===== src/qfb_pkg.sv =====
// Shared definitions for the quantile feature binner.
// Holds default widths, register index codes and the divider control structs.
// No dependencies.
package qfb_pkg;

   localparam int VALUE_WIDTH_DEF = 32;
   localparam int INDEX_WIDTH_DEF = 24;
   localparam int BIN_WIDTH_DEF   = 16;

   // register index codes
   localparam int CSR_INDEX_WIDTH = 1;
   localparam logic [CSR_INDEX_WIDTH-1:0] CSR_COL_ROWS  = 1'b0;
   localparam logic [CSR_INDEX_WIDTH-1:0] CSR_BIN_LIMIT = 1'b1;

   localparam int COL_ROWS_RESET  = 1;
   localparam int BIN_LIMIT_RESET = 256;

   typedef struct packed {
      logic start;
   } div_ctrl_type;

   typedef struct packed {
      logic busy;
      logic done;
   } div_stat_type;

endpackage


===== src/qfb_divider.sv =====
// Restoring divider, one quotient bit per cycle through one shared subtract/compare.
// Depends on qfb_pkg (control and status structs).
module qfb_divider #(
   parameter int INDEX_WIDTH = qfb_pkg::INDEX_WIDTH_DEF,
   parameter int BIN_WIDTH   = qfb_pkg::BIN_WIDTH_DEF
) (
   input  logic                     clock,
   input  logic                     reset,
   input  qfb_pkg::div_ctrl_type    ctrl,
   input  logic [INDEX_WIDTH-1:0]   dividend,
   input  logic [BIN_WIDTH-1:0]     divisor,
   output qfb_pkg::div_stat_type    stat,
   output logic [INDEX_WIDTH-1:0]   quotient,
   output logic [BIN_WIDTH-1:0]     remainder
);
   import qfb_pkg::*;

   localparam int CNT_WIDTH = (INDEX_WIDTH > 1) ? $clog2(INDEX_WIDTH) : 1;
   localparam logic [CNT_WIDTH-1:0] LAST_STEP = CNT_WIDTH'(INDEX_WIDTH - 1);

   logic [INDEX_WIDTH-1:0] quot_ff, quot_in;
   logic [BIN_WIDTH-1:0]   rem_ff, rem_in;
   logic [BIN_WIDTH-1:0]   div_ff, div_in;
   logic [CNT_WIDTH-1:0]   cnt_ff, cnt_in;
   logic                   busy_ff, busy_in;
   logic                   done_ff, done_in;
   logic [BIN_WIDTH:0]     trial;
   logic                   fits;

   // shared unit: shift in next dividend bit, compare and subtract
   assign trial = {rem_ff, quot_ff[INDEX_WIDTH-1]};
   assign fits  = trial >= {1'b0, div_ff};

   always_comb begin
      quot_in = quot_ff;
      rem_in  = rem_ff;
      div_in  = div_ff;
      cnt_in  = cnt_ff;
      busy_in = busy_ff;
      done_in = 1'b0;
      if (ctrl.start) begin
         quot_in = dividend;
         rem_in  = '0;
         div_in  = divisor;
         cnt_in  = '0;
         busy_in = 1'b1;
      end else if (busy_ff) begin
         quot_in = {quot_ff[INDEX_WIDTH-2:0], fits};
         rem_in  = fits ? BIN_WIDTH'(trial - {1'b0, div_ff}) : trial[BIN_WIDTH-1:0];
         cnt_in  = cnt_ff + CNT_WIDTH'(1);
         if (cnt_ff == LAST_STEP) begin
            busy_in = 1'b0;
            done_in = 1'b1;
         end
      end
   end

   always_ff @(posedge clock) begin
      if (reset) begin
         busy_ff <= 1'b0;
         done_ff <= 1'b0;
         cnt_ff  <= '0;
      end else begin
         busy_ff <= busy_in;
         done_ff <= done_in;
         cnt_ff  <= cnt_in;
      end
      quot_ff <= quot_in;
      rem_ff  <= rem_in;
      div_ff  <= div_in;
   end

   assign stat.busy = busy_ff;
   assign stat.done = done_ff;
   assign quotient  = quot_ff;
   assign remainder = rem_ff;

endmodule


===== src/quantile_feature_binner.sv =====
// Quantile feature binner top level: sequencer, pass state and result register.
// Depends on qfb_pkg and qfb_divider.
// Each item is taken in S_IDLE and written to the result register in S_EXEC, which holds
// while the result register is full; the first item of a pass first waits in S_DIV, where
// the serial divider takes one quotient bit a cycle.
// The sequencer takes a new item only once the last one has left S_EXEC.
// Reset: synchronous, active high; clears the pass state, sets the column row count to 1
// and the bin limit to 256, and empties the result register.
module quantile_feature_binner #(
   parameter int VALUE_WIDTH = qfb_pkg::VALUE_WIDTH_DEF,
   parameter int INDEX_WIDTH = qfb_pkg::INDEX_WIDTH_DEF,
   parameter int BIN_WIDTH   = qfb_pkg::BIN_WIDTH_DEF
) (
   input  logic                                  clock,
   input  logic                                  reset,
   // configuration writes
   input  logic                                  csr_we,
   input  logic [qfb_pkg::CSR_INDEX_WIDTH-1:0]   csr_index,
   input  logic [((INDEX_WIDTH > BIN_WIDTH) ? INDEX_WIDTH : BIN_WIDTH)-1:0] csr_wdata,
   // sorted values in
   input  logic                                  req_valid,
   output logic                                  req_ready,
   input  logic signed [VALUE_WIDTH-1:0]         req_value,
   input  logic [INDEX_WIDTH-1:0]                req_row_index,
   // binned rows out
   output logic                                  rsp_valid,
   input  logic                                  rsp_ready,
   output logic [INDEX_WIDTH-1:0]                rsp_row_index_res,
   output logic [BIN_WIDTH-1:0]                  rsp_bin,
   output logic                                  rsp_new_border,
   output logic signed [VALUE_WIDTH-1:0]         rsp_border_value,
   output logic [BIN_WIDTH-1:0]                  rsp_border_count,
   output logic                                  rsp_last
);
   import qfb_pkg::*;

   localparam int CW = (INDEX_WIDTH > BIN_WIDTH) ? INDEX_WIDTH : BIN_WIDTH;

   typedef enum logic [1:0] {
      S_IDLE,
      S_DIV,
      S_EXEC
   } state_type;

   state_type state_ff, state_in;

   // configuration registers
   logic [INDEX_WIDTH-1:0] col_rows_ff;
   logic [BIN_WIDTH-1:0]   bin_limit_ff;

   // captured input beat
   logic signed [VALUE_WIDTH-1:0] value_ff, value_in;
   logic [INDEX_WIDTH-1:0]        row_ff, row_in;

   // pass state
   logic [INDEX_WIDTH-1:0] position_ff, position_in;
   logic [BIN_WIDTH-1:0]   slot_ff, slot_in;
   logic [INDEX_WIDTH-1:0] nbp_ff, nbp_in;
   logic [INDEX_WIDTH-1:0] quot_ff, quot_in;
   logic [BIN_WIDTH-1:0]   rem_ff, rem_in;
   logic [BIN_WIDTH-1:0]   distinct_ff, distinct_in;
   logic signed [VALUE_WIDTH-1:0] newest_ff, newest_in;

   // result register
   logic                          rsp_valid_ff, rsp_valid_in;
   logic [INDEX_WIDTH-1:0]        rsp_row_ff, rsp_row_in;
   logic [BIN_WIDTH-1:0]          rsp_bin_ff, rsp_bin_in;
   logic                          rsp_newb_ff, rsp_newb_in;
   logic signed [VALUE_WIDTH-1:0] rsp_bval_ff, rsp_bval_in;
   logic [BIN_WIDTH-1:0]          rsp_count_ff, rsp_count_in;
   logic                          rsp_last_ff, rsp_last_in;

   // effective row and bin counts, a zero register counts as one and bins are capped at rows
   logic [INDEX_WIDTH-1:0] eff_rows;
   logic [BIN_WIDTH-1:0]   bins_nz;
   logic [CW-1:0]          eff_bins_wide;
   logic [BIN_WIDTH-1:0]   eff_bins;

   div_ctrl_type           div_ctrl;
   div_stat_type           div_stat;
   logic [INDEX_WIDTH-1:0] div_quot;
   logic [BIN_WIDTH-1:0]   div_rem;

   // working signals of the execute step
   logic                   have_border;
   logic                   same_value;
   logic                   on_border;
   logic                   is_last;
   logic [BIN_WIDTH-1:0]   slot_next;
   logic [BIN_WIDTH:0]     slot_sum;
   logic [INDEX_WIDTH-1:0] step_next;
   logic                   first_extra;

   assign eff_rows      = (col_rows_ff == '0) ? INDEX_WIDTH'(1) : col_rows_ff;
   assign bins_nz       = (bin_limit_ff == '0) ? BIN_WIDTH'(1) : bin_limit_ff;
   assign eff_bins_wide = (CW'(bins_nz) < CW'(eff_rows)) ? CW'(bins_nz) : CW'(eff_rows);
   assign eff_bins      = eff_bins_wide[BIN_WIDTH-1:0];

   qfb_divider #(
      .INDEX_WIDTH (INDEX_WIDTH),
      .BIN_WIDTH   (BIN_WIDTH)
   ) u_divider (
      .clock     (clock),
      .reset     (reset),
      .ctrl      (div_ctrl),
      .dividend  (eff_rows),
      .divisor   (eff_bins),
      .stat      (div_stat),
      .quotient  (div_quot),
      .remainder (div_rem)
   );

   // the first border of a pass gets one extra row when the remainder reaches
   // the bin count at slot zero
   assign first_extra = {1'b0, div_rem} >= {1'b0, eff_bins};

   assign have_border = distinct_ff != '0;
   assign same_value  = have_border && (value_ff == newest_ff);
   assign on_border   = position_ff == nbp_ff;
   assign is_last     = position_ff == (eff_rows - INDEX_WIDTH'(1));
   assign slot_next   = slot_ff + BIN_WIDTH'(1);
   assign slot_sum    = {1'b0, slot_next} + {1'b0, rem_ff};
   assign step_next   = quot_ff + INDEX_WIDTH'(slot_sum >= {1'b0, eff_bins});

   always_comb begin
      state_in     = state_ff;
      value_in     = value_ff;
      row_in       = row_ff;
      position_in  = position_ff;
      slot_in      = slot_ff;
      nbp_in       = nbp_ff;
      quot_in      = quot_ff;
      rem_in       = rem_ff;
      distinct_in  = distinct_ff;
      newest_in    = newest_ff;
      rsp_valid_in = rsp_valid_ff && !rsp_ready;
      rsp_row_in   = rsp_row_ff;
      rsp_bin_in   = rsp_bin_ff;
      rsp_newb_in  = rsp_newb_ff;
      rsp_bval_in  = rsp_bval_ff;
      rsp_count_in = rsp_count_ff;
      rsp_last_in  = rsp_last_ff;
      div_ctrl     = '0;

      unique case (state_ff)
         S_IDLE: begin
            // take the beat; the first row of a pass needs quotient and remainder
            if (req_valid) begin
               value_in = req_value;
               row_in   = req_row_index;
               if (position_ff == '0) begin
                  div_ctrl.start = 1'b1;
                  state_in       = S_DIV;
               end else begin
                  state_in = S_EXEC;
               end
            end
         end
         S_DIV: begin
            // latch the division and place the first border
            if (div_stat.done) begin
               quot_in  = div_quot;
               rem_in   = div_rem;
               slot_in  = '0;
               nbp_in   = div_quot + INDEX_WIDTH'(first_extra) - INDEX_WIDTH'(1);
               state_in = S_EXEC;
            end
         end
         S_EXEC: begin
            // hold until the result register is free
            if (!rsp_valid_ff || rsp_ready) begin
               rsp_valid_in = 1'b1;
               rsp_row_in   = row_ff;
               rsp_bin_in   = same_value ? distinct_ff - BIN_WIDTH'(1) : distinct_ff;
               rsp_newb_in  = 1'b0;
               rsp_bval_in  = '0;
               rsp_count_in = distinct_ff;
               if (on_border) begin
                  if (!same_value) begin
                     newest_in    = value_ff;
                     distinct_in  = distinct_ff + BIN_WIDTH'(1);
                     rsp_newb_in  = 1'b1;
                     rsp_bval_in  = value_ff;
                     rsp_count_in = distinct_ff + BIN_WIDTH'(1);
                  end
                  slot_in = slot_next;
                  nbp_in  = nbp_ff + step_next;
               end
               rsp_last_in = is_last;
               if (is_last) begin
                  // end of column: drop all pass state
                  position_in = '0;
                  slot_in     = '0;
                  nbp_in      = '0;
                  quot_in     = '0;
                  rem_in      = '0;
                  distinct_in = '0;
                  newest_in   = '0;
               end else begin
                  position_in = position_ff + INDEX_WIDTH'(1);
               end
               state_in = S_IDLE;
            end
         end
         default: state_in = S_IDLE;
      endcase
   end

   always_ff @(posedge clock) begin
      if (reset) begin
         state_ff     <= S_IDLE;
         col_rows_ff  <= INDEX_WIDTH'(COL_ROWS_RESET);
         bin_limit_ff <= BIN_WIDTH'(BIN_LIMIT_RESET);
         position_ff  <= '0;
         slot_ff      <= '0;
         nbp_ff       <= '0;
         quot_ff      <= '0;
         rem_ff       <= '0;
         distinct_ff  <= '0;
         newest_ff    <= '0;
         rsp_valid_ff <= 1'b0;
      end else begin
         state_ff     <= state_in;
         position_ff  <= position_in;
         slot_ff      <= slot_in;
         nbp_ff       <= nbp_in;
         quot_ff      <= quot_in;
         rem_ff       <= rem_in;
         distinct_ff  <= distinct_in;
         newest_ff    <= newest_in;
         rsp_valid_ff <= rsp_valid_in;
         if (csr_we) begin
            unique case (csr_index)
               CSR_COL_ROWS:  col_rows_ff  <= csr_wdata[INDEX_WIDTH-1:0];
               CSR_BIN_LIMIT: bin_limit_ff <= csr_wdata[BIN_WIDTH-1:0];
               default: ;
            endcase
         end
      end
      value_ff     <= value_in;
      row_ff       <= row_in;
      rsp_row_ff   <= rsp_row_in;
      rsp_bin_ff   <= rsp_bin_in;
      rsp_newb_ff  <= rsp_newb_in;
      rsp_bval_ff  <= rsp_bval_in;
      rsp_count_ff <= rsp_count_in;
      rsp_last_ff  <= rsp_last_in;
   end

   assign req_ready         = state_ff == S_IDLE;
   assign rsp_valid         = rsp_valid_ff;
   assign rsp_row_index_res = rsp_row_ff;
   assign rsp_bin           = rsp_bin_ff;
   assign rsp_new_border    = rsp_newb_ff;
   assign rsp_border_value  = rsp_bval_ff;
   assign rsp_border_count  = rsp_count_ff;
   assign rsp_last          = rsp_last_ff;

endmodule


===== config.mk =====
export PLATFORM = sky130hd
export DESIGN_NAME = quantile_feature_binner
export DESIGN_NICKNAME = d
export VERILOG_FILES = /design/src/qfb_pkg.sv /design/src/qfb_divider.sv /design/src/quantile_feature_binner.sv
export SDC_FILE = /design/constraint.sdc
export NUM_CORES = 1
export LEC_CHECK = 0
export ABC_CLOCK_PERIOD_IN_PS = 8800
export BUFFER_PORTS_ARGS = -buffer_cell sky130_fd_sc_hd__clkbuf_2
export CAP_MARGIN = 10
export CORE_MARGIN = 2
export CORE_UTILIZATION = 60
export CTS_BUF_LIST = sky130_fd_sc_hd__clkbuf_2
export DETAILED_ROUTE_END_ITERATION = 8
export PLACE_DENSITY = 0.85
export SLEW_MARGIN = 30
export SYNTH_ARGS = -nofsm -noshare
export SYNTH_HDL_FRONTEND = slang
export SYNTH_SLANG_ARGS = --single-unit

===== constraint.sdc =====
create_clock -name clock -period 8.8 [get_ports clock]
set_input_delay 0.44 -clock clock [delete_from_list [all_inputs] [get_ports clock]]
set_output_delay 0.44 -clock clock [all_outputs]
set_load 0.05 [all_outputs]

==> results_dict.tcl, run 1 <==
set metrics [dict create \
    rrSetupSlack_ns 0.67 \
    drt-initial-drc-count 1784 \
    slowest_delay_ns 0.59 \
    initial_core_util_pct 60.6 \
    syn_inst 2232 \
    r2r_end "nbp_ff[22]" \
    peakVddDrop_uv 147 \
    muxShareOfSynthArea_pct 3.57 \
    synth-edff-count 186 \
    nets 2677 \
    grt_pass1_vias 18267 \
    avgSynthCellArea_um2 9.64 \
    maxCapViolCount 0 \
    drc 0 \
    max_slew.worst_pin.slew_ns 0.961 \
    antenna_found_initial 3 \
    setup_tns_ns 0 \
    hold_end "row_ff[14]" \
    track_usage_pct 31.8 \
    die_h_um 193 \
    ant_nets 0 \
    setup_viol_count_final 0 \
    grt_pass1_wl_mm 96.4 \
    fin_crit_ns 8.13 \
    first_pass_iters 6 \
    ys_ff_latch 404 \
    yosys_most_used_dff "dfxtp_1" \
    critPathRequiredTime_ns 9.78 \
    vias 18479 \
    path_clk_slew_ns 0.22 \
    reg2regPathDepth 34 \
    synth_seq_area_share_pct 46.2 \
    crit_path_end_kind "register" \
    die_w_um 193 \
    rows 69 \
    cts_tree "done" \
    final-hold-violation-count 0 \
    p_leak_nw 10.3 \
    critical-path-slowest-cell "nor4_1" \
    dieArea_um2 37400 \
    syn2layout_area_growth_pct 14.2 \
    numPortBuffers 177 \
    grt_overflow 0 \
    hpwl_mm 39.4 \
    design_area_um2 24600 \
    synth_warnings 0 \
    synth-compound-area-share_pct 12.8 \
    post-cts-setup-buffer-count 0 \
    power.density_nw_per_um2 205 \
    wl_per_cell_um 20.3 \
    synth_top_family_by_area "simple AND/OR/NAND/NOR gates" \
    r2r_start "col_rows_ff[19]" \
    final_common_cell "clkbuf_2" \
    viasPerCell 6.10 \
    rsz0062_at_grt "false" \
    numCtsBuffers 101 \
    synthArstFlopShare_pct 0 \
    critPathMostFrequentCell "o21ai_0" \
    min_path_cells 2 \
    crit_arrival_ns 9.11 \
    critPathMaxFanout 15 \
    synth_xor_area_share_pct 8.55 \
    totalWireLength_mm 61.3 \
    min_path_type "primary input to register" \
    finClkSkew_ns 0.119 \
    layout_common_cells "338 x clkbuf_2, 218 x dfxtp_1, 213 x nand2_1, 186 x edfxtp_1, 170 x a21oi_1" \
    max_slew_margin_pct 35.9 \
    cts_max_level 3 \
    clk_latency_ns 1.11 \
    synth_nets 2432 \
    clock-root-buffer "clkbuf_2" \
    cts_buffer_depth 3 \
    drive_gt1_share_pct 17.5 \
    hold_path.startpoint "req_row_index[14]" \
    synth-simple-area-share_pct 17.7 \
    placed_area_um2 22600 \
    fmax_ghz 0.123 \
    synth_area_um2 21500 \
    coreArea_um2 35500 \
    outcome "finished clean" \
    cts_num_sinks 404 \
    crit_type "register to register" \
    io_pins 178 \
    cp-start-kind "register" \
    drv_slew 0 \
    min_period_over_period_pct 92.4 \
    ys_types 80 \
    place_congestion 0.933 \
    synthAdderAreaFrac_pct 6.77 \
    grt_max_degree 97 \
]
[kinds of logic after synthesis]
family                     Yosys count
muxes                               72
xor gates and xnor gates           210
adders and majority gates          114
buffers and inverters              236
and+or+nand+nor                    756
DFF                                404
AOI/OAI and AO/OA                  440
[sequential cells by signal, indices dropped and copies added (netlist names), 2 cells and up]
name / cells
row_ff: 24
u_divider.div_ff: 16
u_divider.quotient: 24
bin_limit_ff: 16
rsp_border_count: 16
distinct_ff: 16
rsp_row_index_res: 24
u_divider.remainder: 16
value_ff: 32
col_rows_ff: 24
nbp_ff: 24
u_divider.cnt_ff: 5
rsp_bin: 16
rem_ff: 16
quot_ff: 24
newest_ff: 32
rsp_border_value: 32
position_ff: 24
slot_ff: 16
state_ff: 2
[layer usage]
layer / global-route usage, % / up-vias / part of all wire, %
li1: - / 8560 / -
met1: 38.0 / 8791 / 38
met2: 54.7 / 917 / 49
met3: 6.00 / 211 / 7.6
met4: 16.5 / 0 / 5.1
met5: 0 / - / 0
[stage by stage]
| stage | power [mW] | utilization [%] | std cells | hold slack (ns) | worst slack, ns |
|---|---|---|---|---|---|
| floorplan | 3.22 | - | 2232 | 0.400 | 1.69 |
| global placement | 3.49 | 63.6 | 2741 | 0.401 | 0.891 |
| detailed placement | 3.55 | 63.7 | 2742 | 0.405 | 0.643 |
| CTS | 4.94 | 69.1 | 3022 | 0.0298 | 0.602 |
| global route | 5.27 | 69.3 | 3026 | 0.0333 | 0.00686 |
| finish | 5.03 | 69.3 | 3027 | 0.0515 | 0.672 |
[area by class of cell]
class                   instances  area [um2]
well taps                     461         577
flip-flops and latches        404        9950
clock inverters                26         194
diodes                          4        10.0
inverters                      83         314
repair buffers                295        2040
fillers                      2549       10900
multi-input cells            1592       10700
clock buffers                 162         811
[worst max-delay path, delay by kind of cell (launching register included)]
kind,cells,cell delay (ns)
compound gates,18,3.78
xor+xnor,1,0.16
fa+ha+maj,3,1.16
buf+inv,1,0.37
flops,1,0.38
mux,1,0.31
simple gates,10,1.94
[cells in the mapped netlist, types with 5 or more instances]
cell type | number | area (um2)
nand2b_1 | 18 | 113
inv_1 | 82 | 308
nand3_1 | 80 | 400
a31o_2 | 5 | 43.8
a211oi_1 | 32 | 240
buf_2 | 18 | 90.1
nor3_1 | 55 | 275
ha_1 | 110 | 1380
o21ai_0 | 70 | 350
o22ai_1 | 6 | 37.5
nor2b_1 | 18 | 113
xnor2_1 | 86 | 753
a41oi_1 | 8 | 70.1
nor2_1 | 144 | 541
nand2_1 | 213 | 800
or4_1 | 10 | 75.1
mux2i_1 | 34 | 340
a22oi_1 | 37 | 278
and3_1 | 26 | 163
dfxtp_1 | 218 | 4360
and2_1 | 39 | 244
clkbuf_1 | 124 | 465
a21oi_1 | 172 | 861
and4_1 | 9 | 78.8
a221oi_1 | 11 | 96.3
mux2_2 | 37 | 417
xor2_1 | 124 | 1090
a31oi_1 | 15 | 93.8
nand3b_1 | 19 | 143
edfxtp_1 | 186 | 5590
nand4_1 | 35 | 219
a21o_1 | 26 | 195
o21bai_1 | 5 | 37.5
o21a_1 | 11 | 82.6
or3_1 | 19 | 119
o31ai_1 | 5 | 37.5
nor3b_1 | 5 | 37.5
buf_1 | 5 | 18.8
nor4_1 | 40 | 250
[how the worst max path moves through the flow]
stage	from	cells after the start	slack, ns	endpoint
3_3_place_gp	col_rows_ff[6]	34	0.89	nbp_ff[22]
5_1_grt	col_rows_ff[16]	34	0.007	nbp_ff[22]
2_1_floorplan	col_rows_ff[3]	35	1.69	nbp_ff[22]
3_5_place_dp	col_rows_ff[6]	34	0.64	nbp_ff[22]
6_report	col_rows_ff[19]	34	0.67	nbp_ff[22]
4_1_cts	col_rows_ff[6]	34	0.60	nbp_ff[22]
[report_power, final]
part	switching [mW]	leakage [nW]	internal [mW]	total (mW)
logic	0.753	6.01	0.529	1.28
registers	0.182	3.53	2.16	2.34
clock network	0.836	0.763	0.576	1.41
[timing repair]
item	CTS	global route
setup endpoints to repair	0	1
hold buffers	92	0
gates resized for setup	0	2
endpoints found under the hold margin	151	0
No activity file was read; power rests on OpenSTA's default activity.
==> inputs of run 2 (changes only) <==
GPL_TIMING_DRIVEN = 0   (was unset)
==> run 2 against run 1 <==
  * Clock power fell by 4%
  * First-iteration DRC count grew 17%
  * Utilization is 1.2 points higher
  * Setup slack worse by 0.19 ns
  * Clock-buffer cell count decreased by 6
  * Clock skew up 0.0067 ns
  * Via count grew 5.3%
==> results_dict.tcl, run 2 (synthesized netlist as in run 1, its figures left out) <==
set metrics [dict create \
    internal_power_mw 3.20 \
    dieArea_um2 37400 \
    ant_nets 0 \
    wl_per_cell_um 21.0 \
    p_comb_share_pct 26.8 \
    crit_path_end_kind "register" \
    critPathRequiredTime_ns 9.78 \
    power.net_switching_mw 1.82 \
    critPathMostFrequentCell "o21a_1" \
    first_pass_iters 9 \
    met1_usage_pct 41.3 \
    cts_buffer_depth 3 \
    crit_family "compound AO/OA/AOI/OAI gates" \
    post-place-ws_ns -0.173 \
    syn2layout_area_growth_pct 16.2 \
    p_leak_nw 10.4 \
    grt_pass1_vias 19343 \
    design_area_um2 25000 \
    cp-start-kind "register" \
    maxCapViolCount 0 \
    fin_crit_ns 8.32 \
    rows 69 \
    peakVddDrop_uv 157 \
    slowest_delay_ns 0.46 \
    min_path_type "primary input to register" \
    finClkSkew_ns 0.126 \
    outcome "finished clean" \
    track_usage_pct 34.7 \
    path_clk_slew_ns 0.13 \
    drive_gt1_share_pct 16.6 \
    setup_slack_ns 0.478 \
    drv_slew 0 \
    nets 2804 \
    cts_tree "done" \
    drt-initial-drc-count 2088 \
    place_congestion 0.986 \
    grt_max_degree 53 \
    clock-root-buffer "clkbuf_2" \
    power.density_nw_per_um2 201 \
    vias 19463 \
    hold_ws_ns 0.0659 \
    switching_share_pct 36.4 \
    grt_busiest_layer "met2" \
    met3_usage_pct 9.07 \
    layout_common_cells "333 x clkbuf_2, 218 x dfxtp_1, 213 x nand2_1, 186 x edfxtp_1, 172 x a21oi_1" \
    final_common_cell "clkbuf_2" \
    grt_overflow 0 \
    critical-path-slowest-cell "fa_1" \
    max_slew_margin_pct 38.6 \
    critPathMaxFanout 10 \
    initial_core_util_pct 60.6 \
    numPortBuffers 176 \
    p_total_mw 5.02 \
    hpwl_mm 44.9 \
    layoutNonFillerInstCount 3152 \
    coreArea_um2 35500 \
    clk_latency_ns 1.11 \
    die_h_um 193 \
    min_period_over_period_pct 94.6 \
    viasPerCell 6.17 \
    placed_area_um2 23100 \
    use_met2_pct 57.0 \
    dp_cells 2872 \
    cts_max_level 3 \
    io_pins 178 \
    setup_viol_count_final 0 \
    numCtsBuffers 100 \
    grt_pass1_wl_mm 103 \
    crit_arrival_ns 9.30 \
    max_slew.worst_pin.slew_ns 0.922 \
    drc 0 \
    power.share.clock_pct 26.9 \
    crit_type "register to register" \
    cts_num_sinks 404 \
    p_seq_share_pct 46.3 \
    final-hold-violation-count 0 \
    totalWireLength_mm 66.3 \
    setup_tns_ns 0 \
    critical_path_buf_inv_count 2 \
    fmax_ghz 0.120 \
    die_w_um 193 \
    antenna_found_initial 2 \
    final_util_pct 70.5 \
]
==> run 2: layer usage <==
layer	vias to the layer above	share of wire [%]
met5	-	0
met4	0	5.4
met3	293	11
met2	1260	47
met1	9112	36
li1	8798	-
==> run 2: layout make-up <==
cell class	instances	area, um2
multi-input cells	1592	10700
fillers	2524	10500
flip-flops and latches	404	9950
repair buffers	274	1890
clock buffers	156	781
plain buffers	149	623
well taps	461	577
inverters	83	312
clock inverters	30	161
diodes	3	7.51
==> run 2: path summary, 6_finish.rpt <==
path	from	to	slack, ns	cells past startpoint
max reg2reg	col_rows_ff[9]	nbp_ff[22]	0.48	35
min reg2reg	row_ff[13]	rsp_row_index_res[13]	0.42	0
max	col_rows_ff[9]	nbp_ff[22]	0.48	35
min	req_row_index[3]	row_ff[3]	0.07	2
==> run 2: what timing repair did <==
| item | in CTS | in global routing |
|---|---|---|
| hold buffers | 90 | 0 |
| endpoints found under the hold margin | 112 | 0 |
| pin swaps | 1 | 3 |
| gates resized for setup | 5 | 10 |
| endpoints found under the setup margin | 3 | 10 |
| buffers inserted | 1 | 4 |
==> run 2: worst reg2reg max path: cells and delay by family (launching register included) <==
family / cells / cell delay (ns)
buf+inv: 2 / 0.61
mux: 1 / 0.36
fa+ha+maj: 3 / 1.22
flops: 1 / 0.32
simple gates: 8 / 1.64
compound gates: 20 / 3.94
xor+xnor: 1 / 0.17
==> run 2: power by group through the flow <==
stage                     clock network (mW)  registers [mW]  logic (mW)
after floorplan                            0            2.35       0.865
after global placement                     0            2.35        1.19
after detailed placement                   0            2.35        1.25
after CTS                               1.32            2.31        1.29
after global routing                    1.45            2.33        1.45
final                                   1.35            2.32        1.34
